File: src/rtl/wsd_pkg.sv
package wsd_pkg;

    localparam int ByteWidth  = 8;
    localparam int KindWidth  = 3;
    localparam int CauseWidth = 3;

    // Event kinds reported per input byte
    localparam logic [KindWidth-1:0] EV_HDR   = 3'd0;
    localparam logic [KindWidth-1:0] EV_DATA  = 3'd1;
    localparam logic [KindWidth-1:0] EV_EMPTY = 3'd2;
    localparam logic [KindWidth-1:0] EV_CLOSE = 3'd3;
    localparam logic [KindWidth-1:0] EV_PING  = 3'd4;
    localparam logic [KindWidth-1:0] EV_ERR   = 3'd5;
    localparam logic [KindWidth-1:0] EV_IGN   = 3'd6;

    // Error causes
    localparam logic [CauseWidth-1:0] ERR_NONE    = 3'd0;
    localparam logic [CauseWidth-1:0] ERR_NO_FIN  = 3'd1;
    localparam logic [CauseWidth-1:0] ERR_MASK    = 3'd2;
    localparam logic [CauseWidth-1:0] ERR_PING    = 3'd3;
    localparam logic [CauseWidth-1:0] ERR_OPCODE  = 3'd4;
    localparam logic [CauseWidth-1:0] ERR_LENGTH  = 3'd5;

    // Opcodes
    localparam logic [3:0] OP_TEXT   = 4'h1;
    localparam logic [3:0] OP_BINARY = 4'h2;
    localparam logic [3:0] OP_CLOSE  = 4'h8;
    localparam logic [3:0] OP_PING   = 4'h9;

    // Length codes that announce an extended length
    localparam logic [6:0] LEN_EXT16 = 7'd126;
    localparam logic [6:0] LEN_EXT64 = 7'd127;

    typedef struct packed {
        logic [KindWidth-1:0]  event_kind;
        logic [ByteWidth-1:0]  payload_byte;
        logic                  frame_end;
        logic [CauseWidth-1:0] error_cause;
    } wsd_result_t;

endpackage

File: src/rtl/wsd_parser.sv
module wsd_parser #(
    parameter int COUNT_WIDTH = 64
) (
    input  logic                  aclk,
    input  logic                  aresetn,
    input  logic                  in_accept,
    input  logic [7:0]            in_byte,
    input  logic                  in_new_conn,
    output wsd_pkg::wsd_result_t  result
);
    import wsd_pkg::*;

    localparam int LenBits  = (COUNT_WIDTH < 64) ? COUNT_WIDTH : 63;
    localparam int OvfShift = LenBits - 8;

    typedef enum logic [2:0] {
        PH_HDR1   = 3'd0,
        PH_HDR2   = 3'd1,
        PH_EXT    = 3'd2,
        PH_PAY    = 3'd3,
        PH_CLOSED = 3'd4,
        PH_ERR    = 3'd5
    } phase_t;

    phase_t                 phase_reg, phase_next, phase_eff;
    logic [4:0]             fhb_reg, fhb_next, fhb_eff;
    logic [3:0]             left_reg, left_next, left_eff;
    logic [COUNT_WIDTH-1:0] rem_reg, rem_next, rem_eff;

    logic [COUNT_WIDTH-1:0] rem_shifted;
    logic [3:0]             left_dec;
    logic [3:0]             opcode;
    logic [6:0]             len7;
    logic                   len_ovf;

    // A new connection clears all state before this byte is parsed
    always_comb begin
        if (in_new_conn) begin
            phase_eff = PH_HDR1;
            fhb_eff   = '0;
            left_eff  = '0;
            rem_eff   = '0;
        end else begin
            phase_eff = phase_reg;
            fhb_eff   = fhb_reg;
            left_eff  = left_reg;
            rem_eff   = rem_reg;
        end
    end

    assign opcode      = fhb_eff[3:0];
    assign len7        = in_byte[6:0];
    assign len_ovf     = |rem_eff[COUNT_WIDTH-1:OvfShift];
    assign rem_shifted = {rem_eff[COUNT_WIDTH-9:0], in_byte};
    assign left_dec    = (left_eff != 4'd0) ? (left_eff - 4'd1) : 4'd0;

    always_comb begin
        phase_next = phase_eff;
        fhb_next   = fhb_eff;
        left_next  = left_eff;
        rem_next   = rem_eff;

        result.event_kind   = EV_HDR;
        result.payload_byte = '0;
        result.frame_end    = 1'b0;
        result.error_cause  = ERR_NONE;

        unique case (phase_eff)
            PH_HDR1: begin
                fhb_next   = {in_byte[7], in_byte[3:0]};
                phase_next = PH_HDR2;
            end
            PH_HDR2: begin
                if (!fhb_eff[4]) begin
                    phase_next         = PH_ERR;
                    fhb_next           = {2'b00, ERR_NO_FIN};
                    result.event_kind  = EV_ERR;
                    result.error_cause = ERR_NO_FIN;
                end else if (in_byte[7]) begin
                    phase_next         = PH_ERR;
                    fhb_next           = {2'b00, ERR_MASK};
                    result.event_kind  = EV_ERR;
                    result.error_cause = ERR_MASK;
                end else if (opcode == OP_TEXT || opcode == OP_BINARY) begin
                    if (len7 == LEN_EXT16 || len7 == LEN_EXT64) begin
                        left_next  = (len7 == LEN_EXT64) ? 4'd8 : 4'd2;
                        rem_next   = '0;
                        phase_next = PH_EXT;
                    end else if (len7 == 7'd0) begin
                        result.event_kind = EV_EMPTY;
                        result.frame_end  = 1'b1;
                        phase_next        = PH_HDR1;
                    end else begin
                        rem_next   = {{(COUNT_WIDTH-7){1'b0}}, len7};
                        phase_next = PH_PAY;
                    end
                end else if (opcode == OP_CLOSE) begin
                    result.event_kind = EV_CLOSE;
                    phase_next        = PH_CLOSED;
                end else if (opcode == OP_PING) begin
                    if (len7 != 7'd0) begin
                        phase_next         = PH_ERR;
                        fhb_next           = {2'b00, ERR_PING};
                        result.event_kind  = EV_ERR;
                        result.error_cause = ERR_PING;
                    end else begin
                        result.event_kind = EV_PING;
                        result.frame_end  = 1'b1;
                        phase_next        = PH_HDR1;
                    end
                end else begin
                    phase_next         = PH_ERR;
                    fhb_next           = {2'b00, ERR_OPCODE};
                    result.event_kind  = EV_ERR;
                    result.error_cause = ERR_OPCODE;
                end
            end
            PH_EXT: begin
                if (len_ovf) begin
                    phase_next         = PH_ERR;
                    fhb_next           = {2'b00, ERR_LENGTH};
                    result.event_kind  = EV_ERR;
                    result.error_cause = ERR_LENGTH;
                end else begin
                    rem_next  = rem_shifted;
                    left_next = left_dec;
                    if (left_dec == 4'd0) begin
                        if (rem_shifted == '0) begin
                            result.event_kind = EV_EMPTY;
                            result.frame_end  = 1'b1;
                            phase_next        = PH_HDR1;
                        end else begin
                            phase_next = PH_PAY;
                        end
                    end
                end
            end
            PH_PAY: begin
                result.event_kind   = EV_DATA;
                result.payload_byte = in_byte;
                rem_next = (rem_eff != '0) ? (rem_eff - 1'b1) : '0;
                // last byte once the count would reach zero
                if (rem_eff <= {{(COUNT_WIDTH-1){1'b0}}, 1'b1}) begin
                    result.frame_end = 1'b1;
                    phase_next       = PH_HDR1;
                end
            end
            PH_ERR: begin
                result.event_kind  = EV_ERR;
                result.error_cause = fhb_eff[2:0];
            end
            default: begin
                result.event_kind = EV_IGN;
            end
        endcase
    end

    always_ff @(posedge aclk) begin
        if (!aresetn) begin
            phase_reg <= PH_HDR1;
            fhb_reg   <= '0;
            left_reg  <= '0;
            rem_reg   <= '0;
        end else if (in_accept) begin
            phase_reg <= phase_next;
            fhb_reg   <= fhb_next;
            left_reg  <= left_next;
            rem_reg   <= rem_next;
        end
    end

endmodule

File: src/rtl/wsd_out_buf.sv
module wsd_out_buf (
    input  logic                  aclk,
    input  logic                  aresetn,
    input  logic                  in_valid,
    output logic                  in_ready,
    input  wsd_pkg::wsd_result_t  in_result,
    output logic                  out_valid,
    input  logic                  out_ready,
    output wsd_pkg::wsd_result_t  out_result
);
    import wsd_pkg::*;

    logic        main_valid_reg;
    logic        skid_valid_reg;
    wsd_result_t main_reg;
    wsd_result_t skid_reg;
    logic        push;
    logic        pop;

    // ready comes from a register, so the output stall never reaches the input combinationally
    assign in_ready   = !skid_valid_reg;
    assign push       = in_valid && in_ready;
    assign pop        = main_valid_reg && out_ready;
    assign out_valid  = main_valid_reg;
    assign out_result = main_reg;

    always_ff @(posedge aclk) begin
        if (!aresetn) begin
            main_valid_reg <= 1'b0;
            skid_valid_reg <= 1'b0;
        end else if (skid_valid_reg) begin
            if (pop) begin
                main_reg       <= skid_reg;
                skid_valid_reg <= 1'b0;
            end
        end else if (push) begin
            if (!main_valid_reg || pop) begin
                main_reg       <= in_result;
                main_valid_reg <= 1'b1;
            end else begin
                // hold the item aside while the output stalls
                skid_reg       <= in_result;
                skid_valid_reg <= 1'b1;
            end
        end else if (pop) begin
            main_valid_reg <= 1'b0;
        end
    end

endmodule

File: src/rtl/websocket_frame_deframer.sv
// Websocket frame deframer for the server-to-client direction: one received byte goes in per
// item and exactly one event comes out per item, in order. The block takes a byte every clock
// cycle while s_tready is high; each byte is parsed combinationally against the frame state and
// its event is registered in the output register, or in the skid entry while the output stalls.
// Throughput is one byte per cycle whenever the sink keeps m_tready high. A two-entry output buffer keeps
// s_tready off the m_tready path; s_tready drops only while both entries are full. Set s_tuser
// on the first byte of a new connection to clear all frame state before that byte. Payload
// lengths up to COUNT_WIDTH bits (63 at 64) are accepted; longer extended lengths raise a
// sticky error.
module websocket_frame_deframer #(
    parameter int COUNT_WIDTH = 64
) (
    input  logic        aclk,
    input  logic        aresetn,
    input  logic        s_tvalid,
    output logic        s_tready,
    input  logic [7:0]  s_tdata,   // [7:0] stream_byte
    input  logic        s_tuser,   // [0] new_connection
    output logic        m_tvalid,
    input  logic        m_tready,
    output logic [15:0] m_tdata,   // [7:0] payload_byte, [10:8] error_cause, [15:11] zero
    output logic [2:0]  m_tuser,   // [2:0] event_kind
    output logic        m_tlast    // frame_end
);
    import wsd_pkg::*;

    wsd_result_t parse_result;
    wsd_result_t out_result;
    logic        in_accept;

    assign in_accept = s_tvalid && s_tready;

    wsd_parser #(
        .COUNT_WIDTH (COUNT_WIDTH)
    ) u_parser (
        .aclk        (aclk),
        .aresetn     (aresetn),
        .in_accept   (in_accept),
        .in_byte     (s_tdata),
        .in_new_conn (s_tuser),
        .result      (parse_result)
    );

    wsd_out_buf u_out_buf (
        .aclk       (aclk),
        .aresetn    (aresetn),
        .in_valid   (s_tvalid),
        .in_ready   (s_tready),
        .in_result  (parse_result),
        .out_valid  (m_tvalid),
        .out_ready  (m_tready),
        .out_result (out_result)
    );

    assign m_tdata = {5'b00000, out_result.error_cause, out_result.payload_byte};
    assign m_tuser = out_result.event_kind;
    assign m_tlast = out_result.frame_end;

endmodule

File: config.mk
export PLATFORM = sky130hd
export DESIGN_NAME = websocket_frame_deframer
export DESIGN_NICKNAME = d
export VERILOG_FILES = /design/src/rtl/wsd_pkg.sv /design/src/rtl/wsd_parser.sv /design/src/rtl/wsd_out_buf.sv /design/src/rtl/websocket_frame_deframer.sv
export SDC_FILE = /design/constraint.sdc
export NUM_CORES = 1
export LEC_CHECK = 0
export BUFFER_PORTS_ARGS = -buffer_cell sky130_fd_sc_hd__buf_4
export CAP_MARGIN = 20
export CORE_MARGIN = 2
export CORE_UTILIZATION = 40
export CTS_CLUSTER_SIZE = 12
export DETAILED_ROUTE_END_ITERATION = 7
export SLEW_MARGIN = 20
export SYNTH_ARGS = -nofsm -noshare
export SYNTH_HDL_FRONTEND = slang
export SYNTH_HIERARCHICAL = 1
export SYNTH_SLANG_ARGS = --single-unit
File: constraint.sdc
create_clock -name aclk -period 8.5 [get_ports aclk]
set_clock_uncertainty 0.15 [all_clocks]
set_input_delay 1.275 -clock aclk [delete_from_list [all_inputs] [get_ports aclk]]
set_output_delay 1.275 -clock aclk [all_outputs]
set_load 0.01 [all_outputs]
**Word-level counts from Yosys, hierarchy flattened**

Cells that the tools add are included.

- Flip-flop bits (word level): 108
- Bits of input ports: 13
- Logic and storage cells: 137
- Latch bits: 0
- Output and inout bits: 22
- Memories: 0
- ROM bits: 0
- Memory bits (writable): 0

- Eq/ne operators: 12
- Shifts and indexed selects: 0
- Order comparisons: 1
- Div/mod/pow operators: 0
- Muxes and demuxes: 85
- Reduce and logical (&&, ||, !) cells: 21
- Multiply operators: 0
- Add/sub/neg operators: 2
- Bitwise operators: 2

Operators by type and width:

| cell | number |
|---|---|
| $mux W64 | 8 |
| $pmux W64 S3 | 1 |
| $mux W3 | 23 |
| $le A64 B1 Y1 const B | 1 |
| $logic_not A64 Y1 | 1 |
| $reduce_bool A64 Y1 | 1 |
| $sub A64 B1 Y64 const B | 1 |
| $mux W15 | 4 |
| $mux W5 | 8 |
| $mux W4 | 9 |
| $mux W1 | 20 |
| $pmux W3 S5 | 1 |
| $pmux W5 S3 | 1 |
| $eq A7 B7 Y1 const B | 2 |
| $pmux W3 S4 | 1 |
| $mux W2 | 5 |
| $pmux W3 S3 | 1 |
| $reduce_or A9 Y1 | 1 |
| $eq A4 B4 Y1 const B | 2 |
| $mux W8 | 1 |
| $pmux W4 S2 | 1 |
| $reduce_and A4 Y1 | 2 |
| $logic_not A7 Y1 | 1 |
| $reduce_bool A7 Y1 | 1 |
| 18 further kinds | 26 |

**Logic depth before layout (Yosys ltp)**

Gate-level depths: netlist of run 1.

- Depth after elaboration: 11
- Gate-level depth with buffers: 16
- Depth with buffers taken out: 9

**Hierarchy**

Netlist of run 1, hierarchy kept.

Modules (own cells, without submodules):

| module | cells an instance | area each (sq um) | sequential area each (sq um) | times used |
|---|---|---|---|---|
| wsd_parser | 954 | 6538.8 | 1521.5 | 1 |
| wsd_out_buf | 61 | 1209.9 | 940.9 | 1 |
| websocket_frame_deframer | 7 | 47.5 | 0.0 | 1 |

**Worst setup path after synthesis of run 1**

OpenSTA, ideal clock, no wires.

- Kind: input to register
- Start: input s_tuser
- End: register u_parser.rem_reg[54]
- Arrival time: 4.387 ns
- Path buffers: 7
- Data required time: 8.235 ns
- Stages: 16
- Library setup time: 0.115 ns
- Slack: 3.848 ns
- Cell sequence: buf_2 > buf_2 > buf_2 > inv_1 > clkbuf_1 > clkbuf_1 > nand2_1 > ha_1 > clkbuf_1 > o211ai_2 > or3_1 > buf_2 > or4_4 > o21ai_1 > o2111ai_1 > and3_1

- Cells in the longest elaborated chain, start to end: 7
- Elaborated cells on any way between the ends: 20
- Those cells by class: add/sub: 1; eq/ne: 5; mux: 11; reduce/logical: 3

Ends and longest elaborated chain:

| element | line | text |
|---|---|---|
| start, declared | websocket_frame_deframer.sv:18 | `input logic s_tuser,` |
| branches (longest 6 deep; another with $sub A64 B1 Y64) | -- |  |
| $pmux W64 S3 (*) | wsd_parser.sv:68 | `unique case (phase_eff)` |
| end signal, assigned | wsd_parser.sv:168 | `rem_reg <= rem_next;` |
| end, declared | wsd_parser.sv:28 | `logic [COUNT_WIDTH-1:0] rem_reg, rem_next, rem_eff;` |

Every way passes the cells marked *.
A chain may end at the register's enable or synchronous reset.

**Final worst setup path of run 1**

- Start: input s_tuser
- End: register u_parser.rem_reg[56]

Same word-level chain as after synthesis.

==> results of run 1 <==
==> critical path: cells and delay by family <==
kind            cells  cell delay [ns]
fa+ha+maj           1             0.17
buf+inv             3             0.88
simple gates        3             1.24
compound gates      3             1.30
==> Yosys cell counts (all sizes together), types with 10 or more instances <==
master / instances
a211oi: 10
a21boi: 11
a21oi: 87
a221oi: 16
a22oi: 22
a31oi: 23
and2: 14
and3: 16
buf: 39
clkbuf: 60
dfxtp: 78
edfxtp: 30
inv: 14
mux2: 15
nand2: 114
nand3: 35
nor2: 87
nor2b: 22
nor3: 44
nor4: 29
o21ai: 91
xnor2: 12
==> layout make-up <==
type                    count  area share, %
multi-input cells         805           58.6
flip-flops and latches    108           29.6
well taps                 265           3.99
repair buffers             39           3.52
clock buffers               9           2.71
clock inverters             7          0.948
inverters                  14          0.632
==> routing by layer <==
layer / track usage (%) / up-vias / wire (um)
met5: 0 / - / 0
met4: 10.2 / 0 / 789
li1: - / 3757 / -
met3: 3.87 / 58 / 1880
met1: 35.3 / 3862 / 11600
met2: 41.9 / 354 / 12200
==> cells by family after synthesis <==
kind of cell             count (synthesis)  synth area share (%)
buffers and inverters                  113                  6.44
XOR/XNOR                                14                  1.57
AND/OR/NAND/NOR                        405                  26.7
AO/OA/AOI/OAI                          361                  30.8
flip-flops                             108                  31.6
multiplexers                            17                  2.42
adder cells (fa/ha/maj)                  3                 0.482
other                                    1                0.0481
==> how the worst max path moves through the flow <==
stage,end,from,cells past startpoint,slack [ns]
after floorplan,u_parser/rem_reg[54]$_SDFFE_PN0P_,s_tuser,16,3.85
after global placement,u_parser/rem_reg[23]$_SDFFE_PN0P_,s_tuser,8,3.10
after detailed placement,u_parser/rem_reg[56]$_SDFFE_PN0P_,s_tuser,10,3.37
after CTS,u_parser/rem_reg[56]$_SDFFE_PN0P_,s_tuser,10,3.74
after global routing,u_parser/rem_reg[56]$_SDFFE_PN0P_,s_tuser,10,3.42
final,u_parser/rem_reg[56]$_SDFFE_PN0P_,s_tuser,10,3.62
==> power by group through the flow <==
stage	logic, uW	registers [uW]	clock network [uW]
5_1_grt	320	570	475
2_1_floorplan	220	566	0
6_report	295	568	445
3_3_place_gp	287	579	0
3_5_place_dp	287	579	0
4_1_cts	288	567	455
==> stage by stage <==
step           worst slack [ns]  instance area [um^2]  total power, uW  hold WS [ns]
6_report                   3.62                  8320             1310         0.384
3_5_place_dp               3.37                  8010              866         0.371
3_3_place_gp               3.10                  8000              866         0.366
2_1_floorplan              3.85                  7810              785         0.314
5_1_grt                    3.42                  8320             1360         0.414
4_1_cts                    3.74                  8310             1310         0.383
==> flow_metrics.env, run 1 <==
export IMPL_status="finished, final reports clean"
export IMPL_final_hold_violation_count=0
export IMPL_tns_ns=0
export IMPL_maxSlewHeadroom_pct=24.4
export IMPL_hp_class="reg -> reg"
export IMPL_critPathMostFrequentCell="buf_4"
export IMPL_clk_transition_reported_paths_ns=0.08
export IMPL_via_per_inst=6.44
export IMPL_gp_congestion=0.915
export IMPL_worstReg2RegEnd="u_parser/rem_reg[23]$_SDFFE_PN0P_"
export IMPL_dp_hpwl_um=17300
export IMPL_clk_path_buf_depth=2
export IMPL_htreeDepth=3
export IMPL_worstPathCellList="buf_4, inv_1, buf_4, nand2_1, ha_1, nor4b_1, a31o_2, nor2_1, a21oi_1, o22ai_1"
export IMPL_grt_pass1_wl_um=42200
export IMPL_multi_input_area_mm2=0.00487
export IMPL_num_vias=8031
export IMPL_vdd_drop_max_mv=0.0972
export IMPL_final_common_cell="nand2_1"
export IMPL_largest_reg_flops=64
export IMPL_dieWidth_um=144
export IMPL_arrival_ns=4.94
export IMPL_synth_cell_types=87
export IMPL_cts_tree="built"
export IMPL_slew_viol_final=0
export IMPL_ys_flop_type="dfxtp_1"
export IMPL_max_freq_ghz=0.205
export IMPL_postCtsHoldBufs=0
export IMPL_rows=51
export IMPL_clock_sinks=108
export IMPL_clock_power_share_pct=34.0
export IMPL_synth_seq_cells=108
export IMPL_reg2reg_slack_ns=4.62
export IMPL_die_h_um=144
export IMPL_wirelength_um=26500
export IMPL_synth_area_top_cells="dfxtp_1 (20%), edfxtp_1 (12%), nand2_1 (5.5%), a21oi_1 (5.5%), o21ai_0 (4.7%)"
export IMPL_seq_power_share_pct=43.4
export IMPL_hp_start="u_parser/rem_reg[23]$_SDFFE_PN0P_"
export IMPL_layout_drive_gt1_share_pct=10.5
export IMPL_yosys_area_top_type_share_pct=20.0
export IMPL_slowest_stage="a31o_2"
export IMPL_nets=993
export IMPL_dr_first_iter_drc_count=970
export IMPL_dr_pass1_iters=5
export IMPL_antenna_cells=0
export IMPL_grt_max_degree=72
export IMPL_dieArea_mm2=0.0206
export IMPL_setup_viol=0
export IMPL_r2r_cells=9
export IMPL_stdcell_count=1247
export IMPL_yosys_warnings=6
export IMPL_syn_area_per_cell_um2=7.63
export IMPL_io_pins=35
export IMPL_finalCriticalPeriod_ns=4.88
export IMPL_power_density_mw_per_mm2=157
export IMPL_tightest_slew_ns=1.13
export IMPL_r2r_start="u_out_buf/skid_valid_reg$_SDFF_PN0_"
export IMPL_power_internal_uw=857
export IMPL_holdPathStages=2
export IMPL_hold_end="u_parser/rem_reg[23]$_SDFFE_PN0P_"
export IMPL_synth_top_area_cell="dfxtp_1"
export IMPL_rsz0062_at_grt="false"
export IMPL_ys_async_sr_fraction_pct=0
export IMPL_antenna_found_initial=0
export IMPL_synthCells=1022
export IMPL_drc=0
export IMPL_switching_power_uw=451
export IMPL_post_cts_buffers=0
export IMPL_cts_resized=0
export IMPL_numCtsBuffers=9
export IMPL_layout_common_cells="nand2_1 (114), nor2_1 (86), a21oi_1 (85), dfxtp_1 (78), o21ai_0 (73)"
export IMPL_sw_frac_of_total_pct=34.5
export IMPL_coreArea_mm2=0.0193
export IMPL_max_stage_delay_ns=0.97
export IMPL_grt_util_all_layers_pct=26.1
export IMPL_worst_setup_path_start_kind="primary input"
export IMPL_p_leak_uw=0.00284
export IMPL_grt_pass1_vias=7412
export IMPL_dp_cells=1231
export IMPL_regArea_mm2=0.00246
export IMPL_syn_area_mm2=0.00780
export IMPL_insertion_delay_ns=0.37
export IMPL_period_share_pct=57.4
export IMPL_n_fill_cell=2009
export IMPL_clockRootBuffer="clkbuf_16"
export IMPL_cp_end_kind="flop"
export IMPL_synth_seq_area_share_pct=31.6
export IMPL_p_comb_share_pct=22.6
export IMPL_fin_util_pct=43.2
export IMPL_wl_per_cell_um=21.2
export IMPL_worstPathRequired_ns=8.56
export IMPL_syn_to_final_growth_pct=6.66
export IMPL_initial_core_util_pct=40.5
export IMPL_critical_path_class="in -> reg"
export IMPL_cap_viol_max_count=0
export IMPL_synth_edff_count=30
export IMPL_io_buffers=29
export IMPL_ant_nets=0
export IMPL_grt_overflow_total=0
export IMPL_critPathMaxFanout=57
(Power assumes the default switching activity.)
==> inputs of run 2 (changes only) <==
clock period = 4.7 ns   (was 8.5 ns; I/O delays follow)
==> run 2 against run 1 <==
Via count up 2.4%. Worst hold slack worse by 0.0074 ns. Sequential power up 81%. Final area up 2.0%. Clock power up 83%. Die area unchanged. Non-clock buffer count up 19.
==> flow_metrics.env, run 2 (synthesized netlist as in run 1, its figures left out) <==
export IMPL_antenna_cells=0
export IMPL_final_common_cell="nand2_1"
export IMPL_layout_drive_gt1_share_pct=12.1
export IMPL_cp_end_kind="flop"
export IMPL_numCtsBuffers=9
export IMPL_grt_overflow_total=0
export IMPL_setup_viol=0
export IMPL_dp_hpwl_um=18200
export IMPL_nets=1012
export IMPL_crit_end="u_parser/rem_reg[49]$_SDFFE_PN0P_"
export IMPL_wl_per_cell_um=21.4
export IMPL_coreArea_mm2=0.0193
export IMPL_clk_transition_reported_paths_ns=0.09
export IMPL_r2r_cells=7
export IMPL_rsz0062_at_grt="false"
export IMPL_tightest_slew_ns=0.929
export IMPL_finalCriticalPeriod_ns=3.53
export IMPL_postCtsHoldBufs=0
export IMPL_grt_util_all_layers_pct=26.3
export IMPL_dieArea_mm2=0.0206
export IMPL_grt_max_degree=47
export IMPL_period_share_pct=75.1
export IMPL_clk_path_buf_depth=2
export IMPL_drc=0
export IMPL_cts_tree="built"
export IMPL_p_leak_uw=0.00294
export IMPL_critPathMaxFanout=11
export IMPL_reg2reg_slack_ns=1.17
export IMPL_worst_setup_path_start_kind="flop"
export IMPL_rows=51
export IMPL_syn_to_final_growth_pct=8.81
export IMPL_htreeDepth=3
export IMPL_wirelength_um=27100
export IMPL_r2r_start="u_parser/rem_reg[7]$_SDFFE_PN0P_"
export IMPL_insertion_delay_ns=0.37
export IMPL_holdPathStages=2
export IMPL_crit_start="u_parser/rem_reg[7]$_SDFFE_PN0P_"
export IMPL_io_buffers=29
export IMPL_dieWidth_um=144
export IMPL_arrival_ns=3.65
export IMPL_slew_viol_final=0
export IMPL_largest_reg_flops=64
export IMPL_ant_nets=0
export IMPL_dr_first_iter_drc_count=1142
export IMPL_dr_pass1_iters=6
export IMPL_cap_viol_max_count=0
export IMPL_timing_hold_ws_ns=0.377
export IMPL_status="finished, final reports clean"
export IMPL_final_hold_violation_count=0
export IMPL_cts_resized=0
export IMPL_grt_pass1_vias=7417
export IMPL_critical_path_class="reg -> reg"
export IMPL_antenna_found_initial=0
export IMPL_fin_util_pct=44.0
export IMPL_post_cts_buffers=0
export IMPL_tns_ns=0
export IMPL_power_density_mw_per_mm2=282
export IMPL_hp_start="u_parser/rem_reg[23]$_SDFFE_PN0P_"
export IMPL_die_h_um=144
export IMPL_clockRootBuffer="clkbuf_16"
export IMPL_layout_common_cells="nand2_1 (114), nor2_1 (87), a21oi_1 (85), dfxtp_1 (78), o21ai_0 (73)"
export IMPL_worstPathRequired_ns=4.82
export IMPL_via_per_inst=6.49
export IMPL_clock_sinks=108
export IMPL_initial_core_util_pct=40.5
export IMPL_worstReg2RegEnd="u_parser/rem_reg[49]$_SDFFE_PN0P_"
export IMPL_final_area_mm2=0.00848
export IMPL_hp_class="reg -> reg"
export IMPL_gp_congestion=0.906
export IMPL_num_vias=8220
export IMPL_grt_pass1_wl_um=42300
export IMPL_io_pins=35
export IMPL_maxSlewHeadroom_pct=37.5
export IMPL_place_area_mm2=0.00817
export IMPL_max_freq_ghz=0.283
export IMPL_vdd_drop_max_mv=0.180
[run 2: how the worst min path moves through the flow]
| stage | to | slack (ns) |
|---|---|---|
| floorplan | u_parser/rem_reg[23]$_SDFFE_PN0P_ | 0.31 |
| global placement | u_parser/rem_reg[23]$_SDFFE_PN0P_ | 0.35 |
| detailed placement | u_parser/rem_reg[23]$_SDFFE_PN0P_ | 0.35 |
| CTS | u_parser/rem_reg[23]$_SDFFE_PN0P_ | 0.37 |
| global route | u_parser/rem_reg[23]$_SDFFE_PN0P_ | 0.40 |
| finish | u_parser/rem_reg[23]$_SDFFE_PN0P_ | 0.38 |
[run 2: power breakdown]
part	switching, uW	internal, uW
sequential	42.9	983
combinational	360	195
clock	430	383
[run 2: final cells by class]
type                       count  area [um^2]
inverter                      14         52.6
tap                          265          332
sequential                   108         2460
clock inverter                 7         81.3
timing repair buffer          58          460
multi-input combinational    805         4870
clock buffer                   9          225
fill                        1956        10800
[run 2: through the flow]
stage | setup WS [ns] | instances | total power [uW]
2_1_floorplan | 0.618 | 1026 | 1420
3_3_place_gp | 0.905 | 1250 | 1580
3_5_place_dp | 0.844 | 1250 | 1580
4_1_cts | 1.23 | 1266 | 2390
5_1_grt | 0.933 | 1266 | 2490
6_report | 1.17 | 1266 | 2390
[run 2: critical path, cell delays in order (launching register included)]
cell and delay, ns:
dfxtp_1 0.41, or4_1 0.57, nand4b_1 0.54, and4bb_1 0.76, and4_1 0.45, and3b_1 0.20, o21ai_0 0.07, a32o_1 0.26
[run 2: layer usage]
metal  GRT usage (%)  vias to the layer above  routed length [um]
met5               0                        -                   0
li1                -                     3797                   -
met4            8.88                        0                 548
met1            36.7                     3885               11900
met2            41.8                      481               12300
met3            3.47                       57                2370
